--- src/hdl/bdq_pkg.sv ---
// Types and codes shared by the deque, its channels and its checker.
package bdq_pkg;

  localparam int unsigned DefaultDepth = 16;
  localparam int unsigned ValueW       = 32;
  localparam int unsigned CmdW         = 3;
  localparam int unsigned StatusW      = 2;

  // Command codes
  localparam logic [CmdW-1:0] CmdPushFront = 3'd0;
  localparam logic [CmdW-1:0] CmdPushBack  = 3'd1;
  localparam logic [CmdW-1:0] CmdPopFront  = 3'd2;
  localparam logic [CmdW-1:0] CmdPopBack   = 3'd3;
  localparam logic [CmdW-1:0] CmdDump      = 3'd4;

  // Status codes
  localparam logic [StatusW-1:0] StatOk    = 2'd0;
  localparam logic [StatusW-1:0] StatFull  = 2'd1;
  localparam logic [StatusW-1:0] StatEmpty = 2'd2;

  typedef struct packed {
    logic [CmdW-1:0]          command;
    logic signed [ValueW-1:0] value;
  } in_item_t;

  typedef struct packed {
    logic signed [ValueW-1:0] value_res;
    logic [StatusW-1:0]       status;
    logic                     last;
  } out_item_t;

endpackage

--- src/hdl/bdq_chan_if.sv ---
// Valid/ready channel carrying one item of a chosen payload type.
interface bdq_chan_if #(
  parameter type item_t = logic
) ();

  logic  valid;
  logic  ready;
  item_t payload;

  modport source (output valid, output payload, input ready);
  modport sink   (input valid, input payload, output ready);

endinterface

--- src/hdl/bdq_out_stage.sv ---
// Output register: holds one result item until the sink takes it.
module bdq_out_stage (
  input  logic                clk_i,
  input  logic                rst_ni,
  input  logic                load_i,
  input  bdq_pkg::out_item_t  item_i,
  output logic                free_o,
  bdq_chan_if.source          out_o
);

  logic               vld_q, vld_d;
  bdq_pkg::out_item_t data_q;

  // Register can take a new item when empty or being drained now
  assign free_o = !vld_q || out_o.ready;

  always_comb begin
    vld_d = vld_q;
    if (load_i) begin
      vld_d = 1'b1;
    end else if (out_o.ready) begin
      vld_d = 1'b0;
    end
  end

  always_ff @(posedge clk_i or negedge rst_ni) begin
    if (!rst_ni) begin
      vld_q <= 1'b0;
    end else begin
      vld_q <= vld_d;
    end
  end

  always_ff @(posedge clk_i) begin
    if (load_i) begin
      data_q <= item_i;
    end
  end

  assign out_o.valid   = vld_q;
  assign out_o.payload = data_q;

endmodule

--- src/hdl/bounded_deque_with_dump.sv ---
// Bounded double-ended queue of 32-bit words with push/pop at both ends and a dump.
// The list lives in a DEPTH-entry ring memory with a registered read port,
// addressed through a front index and an entry count. A push (or any error result:
// full on push, empty on pop or dump) goes directly to the output register, so pushes
// stream at one item per cycle while it is free. A pop reads the word into
// the memory read register, then to the output register; no new item is taken before
// that. A dump streams one result per cycle while the sink is ready, with last set on
// the final entry; no new item is taken until it ends. Unused command codes (5 to 7)
// are consumed without any result. The memory powers up unwritten, needs no clearing.
module bounded_deque_with_dump #(
  parameter int unsigned DEPTH = bdq_pkg::DefaultDepth
) (
  input  logic        clk_i,
  input  logic        rst_ni,
  bdq_chan_if.sink    in_i,
  bdq_chan_if.source  out_o
);

  localparam int unsigned IdxW = $clog2(DEPTH);
  localparam int unsigned CntW = $clog2(DEPTH + 1);
  localparam int unsigned SumW = CntW + 1;
  localparam logic [IdxW-1:0] LastIdx  = IdxW'(DEPTH - 1);
  localparam logic [CntW-1:0] FullCnt  = CntW'(DEPTH);
  localparam logic [SumW-1:0] DepthSum = SumW'(DEPTH);
  localparam logic [CntW-1:0] OneCnt   = CntW'(1);

  // Next ring index, wrapping at DEPTH
  function automatic logic [IdxW-1:0] idx_inc(input logic [IdxW-1:0] idx);
    return (idx == LastIdx) ? '0 : idx + IdxW'(1);
  endfunction

  // Previous ring index, wrapping at zero
  function automatic logic [IdxW-1:0] idx_dec(input logic [IdxW-1:0] idx);
    return (idx == '0) ? LastIdx : idx - IdxW'(1);
  endfunction

  // Ring slot at an offset from the front; the sum stays below twice DEPTH
  function automatic logic [IdxW-1:0] slot_of(input logic [IdxW-1:0] base,
                                              input logic [CntW-1:0] off);
    logic [SumW-1:0] sum;
    sum = SumW'(base) + SumW'(off);
    if (sum >= DepthSum) begin
      sum = sum - DepthSum;
    end
    return sum[IdxW-1:0];
  endfunction

  // Ring memory
  logic signed [bdq_pkg::ValueW-1:0] mem_q [DEPTH];
  logic signed [bdq_pkg::ValueW-1:0] rdata_q;
  logic                              we, re;
  logic [IdxW-1:0]                   waddr, raddr;
  logic signed [bdq_pkg::ValueW-1:0] wdata;

  // List pointers and dump sequencer
  logic [IdxW-1:0] head_q, head_d;
  logic [CntW-1:0] cnt_q, cnt_d;
  logic [IdxW-1:0] rd_ptr_q, rd_ptr_d;
  logic [CntW-1:0] rem_q, rem_d;
  logic            pend_q, pend_d;
  logic            pend_last_q, pend_last_d;

  logic               busy, accept, is_empty, is_full, free;
  logic               load;
  bdq_pkg::out_item_t item;
  logic [bdq_pkg::CmdW-1:0] cmd;

  assign cmd      = in_i.payload.command;
  assign is_empty = (cnt_q == '0);
  assign is_full  = (cnt_q == FullCnt);
  // Read data still to hand out, or dump reads still to issue
  assign busy     = pend_q || (rem_q != '0);
  assign in_i.ready = !busy && free;
  assign accept   = in_i.valid && in_i.ready;

  always_comb begin
    head_d      = head_q;
    cnt_d       = cnt_q;
    rd_ptr_d    = rd_ptr_q;
    rem_d       = rem_q;
    pend_d      = pend_q;
    pend_last_d = pend_last_q;
    we          = 1'b0;
    waddr       = head_q;
    wdata       = in_i.payload.value;
    re          = 1'b0;
    raddr       = rd_ptr_q;
    load        = 1'b0;
    item.value_res = '0;
    item.status    = bdq_pkg::StatOk;
    item.last      = 1'b1;

    if (accept) begin
      unique case (cmd)
        bdq_pkg::CmdPushFront, bdq_pkg::CmdPushBack: begin
          load = 1'b1;
          if (is_full) begin
            item.status = bdq_pkg::StatFull;
          end else begin
            we = 1'b1;
            if (cmd == bdq_pkg::CmdPushFront) begin
              waddr  = idx_dec(head_q);
              head_d = idx_dec(head_q);
            end else begin
              waddr = slot_of(head_q, cnt_q);
            end
            cnt_d = cnt_q + OneCnt;
          end
        end
        bdq_pkg::CmdPopFront, bdq_pkg::CmdPopBack: begin
          if (is_empty) begin
            load        = 1'b1;
            item.status = bdq_pkg::StatEmpty;
          end else begin
            re          = 1'b1;
            pend_d      = 1'b1;
            pend_last_d = 1'b1;
            if (cmd == bdq_pkg::CmdPopFront) begin
              raddr  = head_q;
              head_d = idx_inc(head_q);
            end else begin
              raddr = slot_of(head_q, cnt_q - OneCnt);
            end
            cnt_d = cnt_q - OneCnt;
          end
        end
        bdq_pkg::CmdDump: begin
          if (is_empty) begin
            load        = 1'b1;
            item.status = bdq_pkg::StatEmpty;
          end else begin
            re          = 1'b1;
            raddr       = head_q;
            rd_ptr_d    = idx_inc(head_q);
            rem_d       = cnt_q - OneCnt;
            pend_d      = 1'b1;
            pend_last_d = (cnt_q == OneCnt);
          end
        end
        default: begin
        end
      endcase
    end else begin
      // Hand read data to the output register
      if (pend_q && free) begin
        load           = 1'b1;
        item.value_res = rdata_q;
        item.last      = pend_last_q;
        pend_d         = 1'b0;
      end
      // Issue the next dump read once the read register is free this edge
      if ((rem_q != '0) && (!pend_q || free)) begin
        re          = 1'b1;
        raddr       = rd_ptr_q;
        rd_ptr_d    = idx_inc(rd_ptr_q);
        rem_d       = rem_q - OneCnt;
        pend_d      = 1'b1;
        pend_last_d = (rem_q == OneCnt);
      end
    end
  end

  // Control registers
  always_ff @(posedge clk_i or negedge rst_ni) begin
    if (!rst_ni) begin
      head_q      <= '0;
      cnt_q       <= '0;
      rd_ptr_q    <= '0;
      rem_q       <= '0;
      pend_q      <= 1'b0;
      pend_last_q <= 1'b0;
    end else begin
      head_q      <= head_d;
      cnt_q       <= cnt_d;
      rd_ptr_q    <= rd_ptr_d;
      rem_q       <= rem_d;
      pend_q      <= pend_d;
      pend_last_q <= pend_last_d;
    end
  end

  // Memory: one write port, one registered read port
  always_ff @(posedge clk_i) begin
    if (we) begin
      mem_q[waddr] <= wdata;
    end
    if (re) begin
      rdata_q <= mem_q[raddr];
    end
  end

  bdq_out_stage u_out_stage (
    .clk_i  (clk_i),
    .rst_ni (rst_ni),
    .load_i (load),
    .item_i (item),
    .free_o (free),
    .out_o  (out_o)
  );

endmodule

--- src/flat_wrapper.sv ---
// flat-port wrapper written by rule: the top's interface ports become plain ports
module bounded_deque_with_dump_flat import bdq_pkg::*;
#(
  parameter int unsigned DEPTH = bdq_pkg::DefaultDepth
)
  (clk_i, rst_ni, in_i_valid, in_i_payload, in_i_ready, out_o_valid, out_o_payload, out_o_ready);
  bdq_chan_if #(.item_t(in_item_t)) in_i_i ();
  bdq_chan_if #(.item_t(out_item_t)) out_o_i ();
  input  logic clk_i;
  input  logic rst_ni;
  input wire logic [$bits(in_i_i.valid)-1:0] in_i_valid;
  input wire logic [$bits(in_i_i.payload)-1:0] in_i_payload;
  output wire logic [$bits(in_i_i.ready)-1:0] in_i_ready;
  output wire logic [$bits(out_o_i.valid)-1:0] out_o_valid;
  output wire logic [$bits(out_o_i.payload)-1:0] out_o_payload;
  input wire logic [$bits(out_o_i.ready)-1:0] out_o_ready;
  assign in_i_i.valid = in_i_valid;
  assign in_i_i.payload = in_i_payload;
  assign in_i_ready = in_i_i.ready;
  assign out_o_valid = out_o_i.valid;
  assign out_o_payload = out_o_i.payload;
  assign out_o_i.ready = out_o_ready;
  bounded_deque_with_dump #(.DEPTH(DEPTH)) u_core (.clk_i(clk_i), .rst_ni(rst_ni), .in_i(in_i_i), .out_o(out_o_i));
endmodule
--- config.mk ---
export PLATFORM = sky130hd
export DESIGN_NAME = bounded_deque_with_dump_flat
export DESIGN_NICKNAME = d
export VERILOG_FILES = /design/src/hdl/bdq_pkg.sv /design/src/hdl/bdq_chan_if.sv /design/src/hdl/bdq_out_stage.sv /design/src/hdl/bounded_deque_with_dump.sv /design/src/flat_wrapper.sv
export SDC_FILE = /design/constraint.sdc
export NUM_CORES = 1
export LEC_CHECK = 0
export ABC_CLOCK_PERIOD_IN_PS = 11750
export BUFFER_PORTS_ARGS = -buffer_cell sky130_fd_sc_hd__buf_2
export CORE_MARGIN = 5
export CORE_UTILIZATION = 50
export CTS_CLUSTER_SIZE = 20
export DETAILED_ROUTE_END_ITERATION = 6
export PLACE_DENSITY_LB_ADDON = 0.08
export SYNTH_ARGS = -nofsm -noshare
export SYNTH_HDL_FRONTEND = slang
export SYNTH_SLANG_ARGS = --single-unit
--- constraint.sdc ---
create_clock -name clk_i -period 11.75 [get_ports clk_i]
set_input_delay 0.5875 -clock clk_i [delete_from_list [all_inputs] [get_ports clk_i]]
set_output_delay 0.5875 -clock clk_i [all_outputs]
set_load 0.01 [all_outputs]
==> summary.md, run 1 <==
| Metric | Value |
|---|---|
| Worst-path cell chain | inv_1 > ha_1 > or4b_4 > a2111oi_4 > nand3_1 > nand2_4 > buf_4 > mux2i_1 > a22o_1 > o22ai_1 > or3_1 |
| Critical Path RT | 12110 ps |
| Most frequent cells in the layout | 579 x edfxtp_1, 229 x nand2_1, 129 x mux2i_1 |
| Slew HR | 26.0% |
| Startpoint types | register |
| Global route overflow | 0 |
| Largest cells by area after synthesis | edfxtp_1 72%, mux2i_1 5.3%, nand2_1 3.6%, and3_1 2.6%, a22o_1 2.4% |
| Crit share post-route | 40.5% |
| Synth top area share | 71.6% |
| Lkg Pwr | 0.00959 uW |
| Syn_nets | 1678 |
| Filler cell count | 3769 |
| Fmax | 210 MHz |
| Most common cell after layout, fill and taps aside | edfxtp_1 |
| Synthesis-stage register bit count | 600 |
| Max clock buf depth | 3 |
| I/O Pins | 76 |
| Sequential element share of the synthesized area | 73.8% |
| Via count | 13900 |
| Worst Setup End Kind | register |
| Worst-Skew Late Latency | 640 ps |
| Initial antenna violation count | 4 |
| Cell count after synthesis | 1621 |
| Status | finished, final reports clean |
| Largest net degree at the start of global routing | 191 |
| Placement Setup Slack | 7050 ps |
| IO buf count | 75 |
| Final WL | 59300 um |
| DR iter-0 viols | 1206 |
| Final Power | 5610 uW |
| CP arrival | 5120 ps |
| Root buf cell | clkbuf_16 |
| Area of the core | 0.0478 mm^2 |
| Site Rows | 80 |
| Dpl hpwl | 28600 um |
| R2R depth | 11 |
| Crit path max-delay family | simple AND/OR/NAND/NOR gates |
| Die W | 230 um |
| Final ANT Viol Nets | 0 |
| # setup viols final | 0 |
| Netlist Area Pre-Place | 0.0243 mm^2 |
| Hold WS | 323 ps |
| Tot GR Track Use | 22.2% |
| Drc violations | 0 |
| DR vias/cell | 5.92 |
| Slowest Stage Delay on Critical Path | 890 ps |
| Number of global-route vias before repair | 14000 |
| Crit Path Max Fanout | 74 |
| CTS Buf Count | 61 |
| RSZ-0062 raised after global routing | no |
| Worst Tran Pin Value | 1110 ps |
| Total negative slack | 0 ps |
| Slowest cell on the critical path | buf_4 |
| Synth area leader | edfxtp_1 |
| Number of synthesized flops with an enable pin | 579 |
| Fin util | 57.0% |
| Clk_skew | 27.5 ps |
| Final #Nets | 1746 |
| Stages on worst setup path | 11 |
| Die Ht | 230 um |
| First-pass GRT wire length | 89000 um |
| Hold Crit Class | input port to register |
| Hold buffers post-CTS | 1 |
| Post-CTS Resized | 0 |
| VDD IR max | 149 uV |
| Share of flip-flops with an asynchronous set or reset | 3.50% |
| Final worst-path setup slack | 6990 ps |
| RD Place Congestion | 0.806 |
| Postcts setup bufs | 0 |
| Layout Area Growth over Synthesis | 12.3% |
| Share of layout cells above drive strength 1 | 12.8% |
| CTS H-tree lvls | 2 |
| Post-synth cell types | 54 |
| Hold depth | 1 |
| Avg Synthesized Cell Area | 15.0 um^2 |
| CTS tree | yes |
| Final Max Tran Viols | 0 |
| Final min period | 4760 ps |
| Routed WL per cell | 25.2 um |
| DR pass1 iterations | 5 |
| Commonest register cell after synthesis | edfxtp_1 |
| Kind of critical path | register to register |
| Die ar. | 0.0531 mm^2 |
| Worst-path clk slew | 60 ps |
| Worst Path Buf+Inv | 2 |
| Max_cap viols | 0 |
| Synthesis Warnings | 0 |
| Initial core utilization | 50.7% |
| Clk sinks | 600 |
| PwrDens | 206 mW/mm^2 |
| Final Hold Vio Count | 0 |
[Yosys cell counts, types with 3 or more instances]
master,number
and2_1,5
and3_1,99
a211oi_1,64
o21ai_0,17
nand3_1,12
mux2i_1,129
ha_1,16
nand2b_1,5
clkbuf_1,61
o22ai_1,35
xor2_1,8
xnor2_1,6
or3_1,32
buf_6,5
mux2_2,3
a22oi_1,3
a31oi_1,6
a21oi_1,90
nand2_1,235
nor3_1,8
edfxtp_1,579
dfrtp_1,21
a21o_1,6
inv_1,13
nor2_1,33
a22o_1,66
buf_2,30
[metal layers]
layer	GRT usage (%)	share of wire [%]
met5	0	0.046
met4	6.65	2.3
met3	3.59	5.3
met2	36.3	48
met1	31.1	44
[layout make-up]
cell class	count	area (um^2)	share of cell area, %
multi-input combinational	907	6000	22.0
sequential	600	17900	65.7
antenna	2	5.00	0.0184
tap	615	769	2.82
inverter	13	48.8	0.179
clock buffer	73	1570	5.76
timing repair buffer	106	623	2.29
clock inverter	39	333	1.22
[kinds of logic (layout without fill, tap and decap cells)]
family	after synthesis	after routing	synth area share (%)
xor+xnor	14	14	0.505
buf+inv	114	231	2.11
flops	600	600	73.8
other cells	0	2	0
simple gates	443	443	8.65
compound gates	299	299	8.42
mux	133	133	5.55
fa+ha+maj	18	18	0.989
[final timing paths]
| kind | slack (ps) | end | from |
|---|---|---|---|
| max in group asynchronous | 10940 | u_core.pend_last_q$_DFFE_PN0P_ | rst_ni |
| worst min-delay path | 320 | u_core.mem_q[10][30]$_DFFE_PP_ | in_i_payload[30] |
| worst max-delay path | 6990 | u_core.rdata_q[16]$_DFFE_PP_ | u_core.rem_q[1]$_DFFE_PN0P_ |
| worst max register to register | 6990 | u_core.rdata_q[16]$_DFFE_PP_ | u_core.rem_q[1]$_DFFE_PN0P_ |
| min in group asynchronous | 460 | u_core.rd_ptr_q[2]$_DFFE_PN0P_ | rst_ni |
| worst min register to register | 500 | u_core.pend_last_q$_DFFE_PN0P_ | u_core.pend_last_q$_DFFE_PN0P_ |
[flip-flops by register name, indices dropped and copies added, names as in the netlist, 4 cells and up]
| name | flops |
|---|---|
| u_core.rdata_q | 32 |
| u_core.u_out_stage.out_o.payload | 35 |
| u_core.head_q | 4 |
| u_core.rd_ptr_q | 4 |
| u_core.mem_q | 512 |
| u_core.cnt_q | 5 |
| u_core.rem_q | 5 |
[worst reg2reg max path: stages, from the launching register on]
cell       delay [ps]
dfrtp_1           380
inv_1             130
ha_1              180
or4b_4            510
a2111oi_4         470
nand3_1           260
nand2_4           680
buf_4             930
mux2i_1           360
a22o_1            150
o22ai_1            80
or3_1             370
[stage by stage]
| step | instances | area [um^2] |
|---|---|---|
| 6_report | 2355 | 27300 |
| 5_1_grt | 2353 | 27300 |
| 4_1_cts | 2353 | 27300 |
| 3_5_place_dp | 2240 | 25300 |
| 3_3_place_gp | 2240 | 25300 |
| 2_1_floorplan | 1621 | 24300 |
[power breakdown]
group / total [uW] / leakage, uW / switching (uW) / internal, uW
Combinational: 1210 / 0.00313 / 750 / 459
Clock: 1860 / 0.000937 / 800 / 1060
Sequential: 2540 / 0.00552 / 51.9 / 2490
Note: power is estimated with default switching activity, not from simulation.
==> inputs of run 2 (changes only) <==
- ABC_AREA: default -> 1
- ABC_CLOCK_PERIOD_IN_PS: 11750 -> 5000
- clock period: 11.75 -> 5 ns (I/O delays scaled with it)
==> run 2 against run 1 <==
Against the previous run:
- register-to-register slack got worse by 5800 ps
- core utilization decreased by 0.64 points
- largest cell class unchanged
- die area rose by 11%
- critical path type unchanged
- highest routed layer is now met4
- global-route usage up 1.7 points
- hold slack got worse by 280 ps
- flip-flop and latch count unchanged
- critical endpoint is now u_core.mem_q[12][19]$_DFFE_PP_
==> summary.md, run 2 <==
| Metric | Value |
|---|---|
| Reg power frac | 38.5% (was 45.3%) |
| IO buf count | 75 (unchanged) |
| CP arrival | 4090 ps (was 5120 ps) |
| Status | finished, final reports clean (unchanged) |
| Logic gate share of total power | 32.3% (was 21.6%) |
| Count leader, synth | nand3_1 (was edfxtp_1) |
| Largest net degree at the start of global routing | 193 (was 191) |
| Die W | 243 um (was 230 um) |
| Fin cells | 3356 (was 2355) |
| Post-synthesis adder-cell area fraction | 0.888% (was 0.989%) |
| Die ar. | 0.0589 mm^2 (was 0.0531 mm^2) |
| First-pass GRT wire length | 109000 um (was 89000 um) |
| Placed cells | 3237 (was 2240) |
| CTS tree | yes (unchanged) |
| Final Power | 16200 uW (was 5610 uW) |
| Total negative slack | 0 ps (unchanged) |
| Via count | 18300 (was 13900) |
| Most common cell after layout, fill and taps aside | nand3_1 (was edfxtp_1) |
| Mux contribution to synthesized area | 0% (was 5.55%) |
| Max reg flops | 512 (unchanged) |
| Layout Area Growth over Synthesis | 11.8% (was 12.3%) |
| Worst-Skew Late Latency | 590 ps (was 640 ps) |
| Postcts setup bufs | 0 (unchanged) |
| Final #Nets | 2668 (was 1746) |
| Initial core utilization | 50.4% (was 50.7%) |
| Lkg Pwr | 0.0128 uW (was 0.00959 uW) |
| Switching component of the power | 5790 uW (was 1600 uW) |
| Most flop-heavy register | u_core.mem_q (unchanged) |
| Worst Setup End Kind | register (unchanged) |
| Max clock buf depth | 3 (unchanged) |
| PwrDens | 536 mW/mm^2 (was 206 mW/mm^2) |
| Final ANT Viol Nets | 0 (unchanged) |
| Avg Synthesized Cell Area | 10.6 um^2 (was 15.0 um^2) |
| Site Rows | 85 (was 80) |
| Final Max Tran Viols | 0 (unchanged) |
| Clk_skew | 22.6 ps (was 27.5 ps) |
| Drc violations | 0 (unchanged) |
| RD Place Congestion | 0.876 (was 0.806) |
| Share of layout cells above drive strength 1 | 9.41% (was 12.8%) |
| Simple-gate share of the synthesized area | 20.7% (was 8.65%) |
| RSZ-0062 raised after global routing | no (unchanged) |
| Crit Path Max Fanout | 23 (was 74) |
| Most frequent cells in the layout | 623 x nand3_1, 579 x edfxtp_1, 528 x inv_1 (was 579 x edfxtp_1, 229 x nand2_1, 129 x mux2i_1) |
| Synth area leader | edfxtp_1 (unchanged) |
| Fmax | 262 MHz (was 210 MHz) |
| Synthesis Warnings | 0 (unchanged) |
| DR pass1 iterations | 5 (unchanged) |
| Internal | 10400 uW (was 4010 uW) |
| Global route overflow | 0 (unchanged) |
| Kind of critical path | register to register (unchanged) |
| Share of flip-flops with an asynchronous set or reset | 3.50% (unchanged) |
| Hold Crit Class | input port to register (unchanged) |
| VDD IR max | 367 uV (was 149 uV) |
| Final Hold Vio Count | 0 (unchanged) |
| Netlist Area Pre-Place | 0.0271 mm^2 (was 0.0243 mm^2) |
| Largest cells by area after synthesis | edfxtp_1 64%, nand3_1 12%, inv_1 7.3%, nand2_1 5.6%, dfrtp_1 1.9% (was edfxtp_1 72%, mux2i_1 5.3%, nand2_1 3.6%, and3_1 2.6%, a22o_1 2.4%) |
| XOR/XNOR Fraction of Synth Area | 0.550% (was 0.505%) |
| Root buf cell | clkbuf_16 (unchanged) |
| Die Ht | 243 um (was 230 um) |
| Number of synthesized flops with an enable pin | 579 (unchanged) |
| Max_cap viols | 0 (unchanged) |
| Tot GR Track Use | 23.9% (was 22.2%) |
| DR iter-0 viols | 1587 (was 1206) |
| Sw frac | 35.7% (was 28.6%) |
| I/O Pins | 76 (unchanged) |
| CTS H-tree lvls | 3 (was 2) |
| Critical Path RT | 5270 ps (was 12110 ps) |
| # setup viols final | 0 (unchanged) |
| Dpl hpwl | 37500 um (was 28600 um) |
| Syn_nets | 2615 (was 1678) |
| Worst Tran Pin Value | 1250 ps (was 1110 ps) |
| Largest family of logic cells by synthesized area | simple AND/OR/NAND/NOR gates (unchanged) |
| Synth top area share | 64.3% (was 71.6%) |
| Startpoint types | register (unchanged) |
| DR vias/cell | 5.45 (was 5.92) |
| Final worst-path setup slack | 1180 ps (was 6990 ps) |
| Final WL | 71000 um (was 59300 um) |
| Worst-path clk slew | 50 ps (was 60 ps) |
| Commonest register cell after synthesis | edfxtp_1 (unchanged) |
| Placement Setup Slack | 1230 ps (was 7050 ps) |
| Synthesis-stage register bit count | 600 (unchanged) |
| Most frequent cells after synthesis | 624 x nand3_1, 579 x edfxtp_1, 529 x inv_1, 401 x nand2_1, 79 x buf_2 (was 579 x edfxtp_1, 235 x nand2_1, 129 x mux2i_1, 99 x and3_1, 90 x a21oi_1) |
| Post-synth cell types | 34 (was 54) |
| Sequential element share of the synthesized area | 66.2% (was 73.8%) |
| Crit share post-route | 76.3% (was 40.5%) |
| Fin util | 56.3% (was 57.0%) |
| Routed WL per cell | 21.2 um (was 25.2 um) |
| Cell count after synthesis | 2558 (was 1621) |
| Number of global-route vias before repair | 18000 (was 14000) |
| CTS Buf Count | 67 (was 61) |
| Final min period | 3820 ps (was 4760 ps) |
| Post-synthesis compound-gate area fraction | 1.16% (was 8.42%) |
| Area of the core | 0.0537 mm^2 (was 0.0478 mm^2) |
| Initial antenna violation count | 3 (was 4) |
| Clk sinks | 600 (unchanged) |
| Clock Power Share | 29.2% (was 33.1%) |
| Slew HR | 16.3% (was 26.0%) |
run 2: kinds of logic (layout without fill, tap and decap cells):
| logic type | Yosys count | count (layout) |
|---|---|---|
| adders and majority gates | 18 | 18 |
| AOI/OAI and AO/OA | 58 | 58 |
| xor gates and xnor gates | 17 | 17 |
| and+or+nand+nor | 1192 | 1192 |
| DFF | 600 | 600 |
| buffers and inverters | 673 | 772 |
| other | 0 | 3 |
run 2: final timing paths:
check | start | endpoint | slack, ps | depth (start not counted)
max | u_core.rem_q[0]$_DFFE_PN0P_ | u_core.mem_q[12][19]$_DFFE_PP_ | 1180 | 11
min reg2reg | u_core.pend_q$_DFFE_PN0P_ | u_core.u_out_stage.out_o.valid$_DFFE_PN0P_ | 510 | 2
max reg2reg | u_core.rem_q[0]$_DFFE_PN0P_ | u_core.mem_q[12][19]$_DFFE_PP_ | 1180 | 11
min in group asynchronous | rst_ni | u_core.cnt_q[0]$_DFFE_PN0P_ | 190 | 2
max in group asynchronous | rst_ni | u_core.rem_q[2]$_DFFE_PN0P_ | 4450 | 2
min | out_o_ready | u_core.u_out_stage.out_o.valid$_DFFE_PN0P_ | 40 | 4
run 2: area by class of cell:
type,count,area (um^2)
antenna,3,7.51
clock buffer,88,1820
clock inverter,27,254
fill,4575,23400
inverter,538,2020
multi-input combinational,1285,6500
sequential,600,17900
tap,696,871
timing repair buffer,119,871
run 2: routing by layer:
| layer | GRT usage, % | up-vias | wire length [um] |
|---|---|---|---|
| met5 | 0 | - | 0 |
| met4 | 7.84 | 0 | 2080 |
| met3 | 3.50 | 150 | 4030 |
| met2 | 39.6 | 596 | 34000 |
| met1 | 32.9 | 8978 | 30900 |
| li1 | - | 8575 | - |
run 2: worst max-delay path: stages, from the launching register on:
cell and delay, ps:
dfrtp_1 380, inv_1 150, ha_1 200, nand2_1 70, nor2_2 220, nand3_2 410
nor3_1 390, o211ai_1 140, o21ai_0 160, nand2_1 300, nor2_4 750, buf_4 330
run 2: stage by stage:
| stage | cell area [um^2] | hold WS, ps |
|---|---|---|
| global route | 30300 | 46.6 |
| CTS | 30300 | 12.1 |
| global placement | 28200 | 247 |
| finish | 30300 | 44.6 |
| detailed placement | 28200 | 254 |
| floorplan | 27100 | -45.6 |
run 2: what timing repair did:
item	4_1_cts	5_1_grt
hold buffers	1	0
endpoints found under the hold margin	21	0
resized for setup	0	0
run 2: power groups by stage:
stage / Sequential (uW) / Clock (uW) / Combinational (uW)
floorplan: 6360 / 0 / 3670
global placement: 6350 / 0 / 5210
detailed placement: 6350 / 0 / 5240
CTS: 6250 / 4830 / 5280
global route: 6280 / 5050 / 5830
finish: 6250 / 4740 / 5250
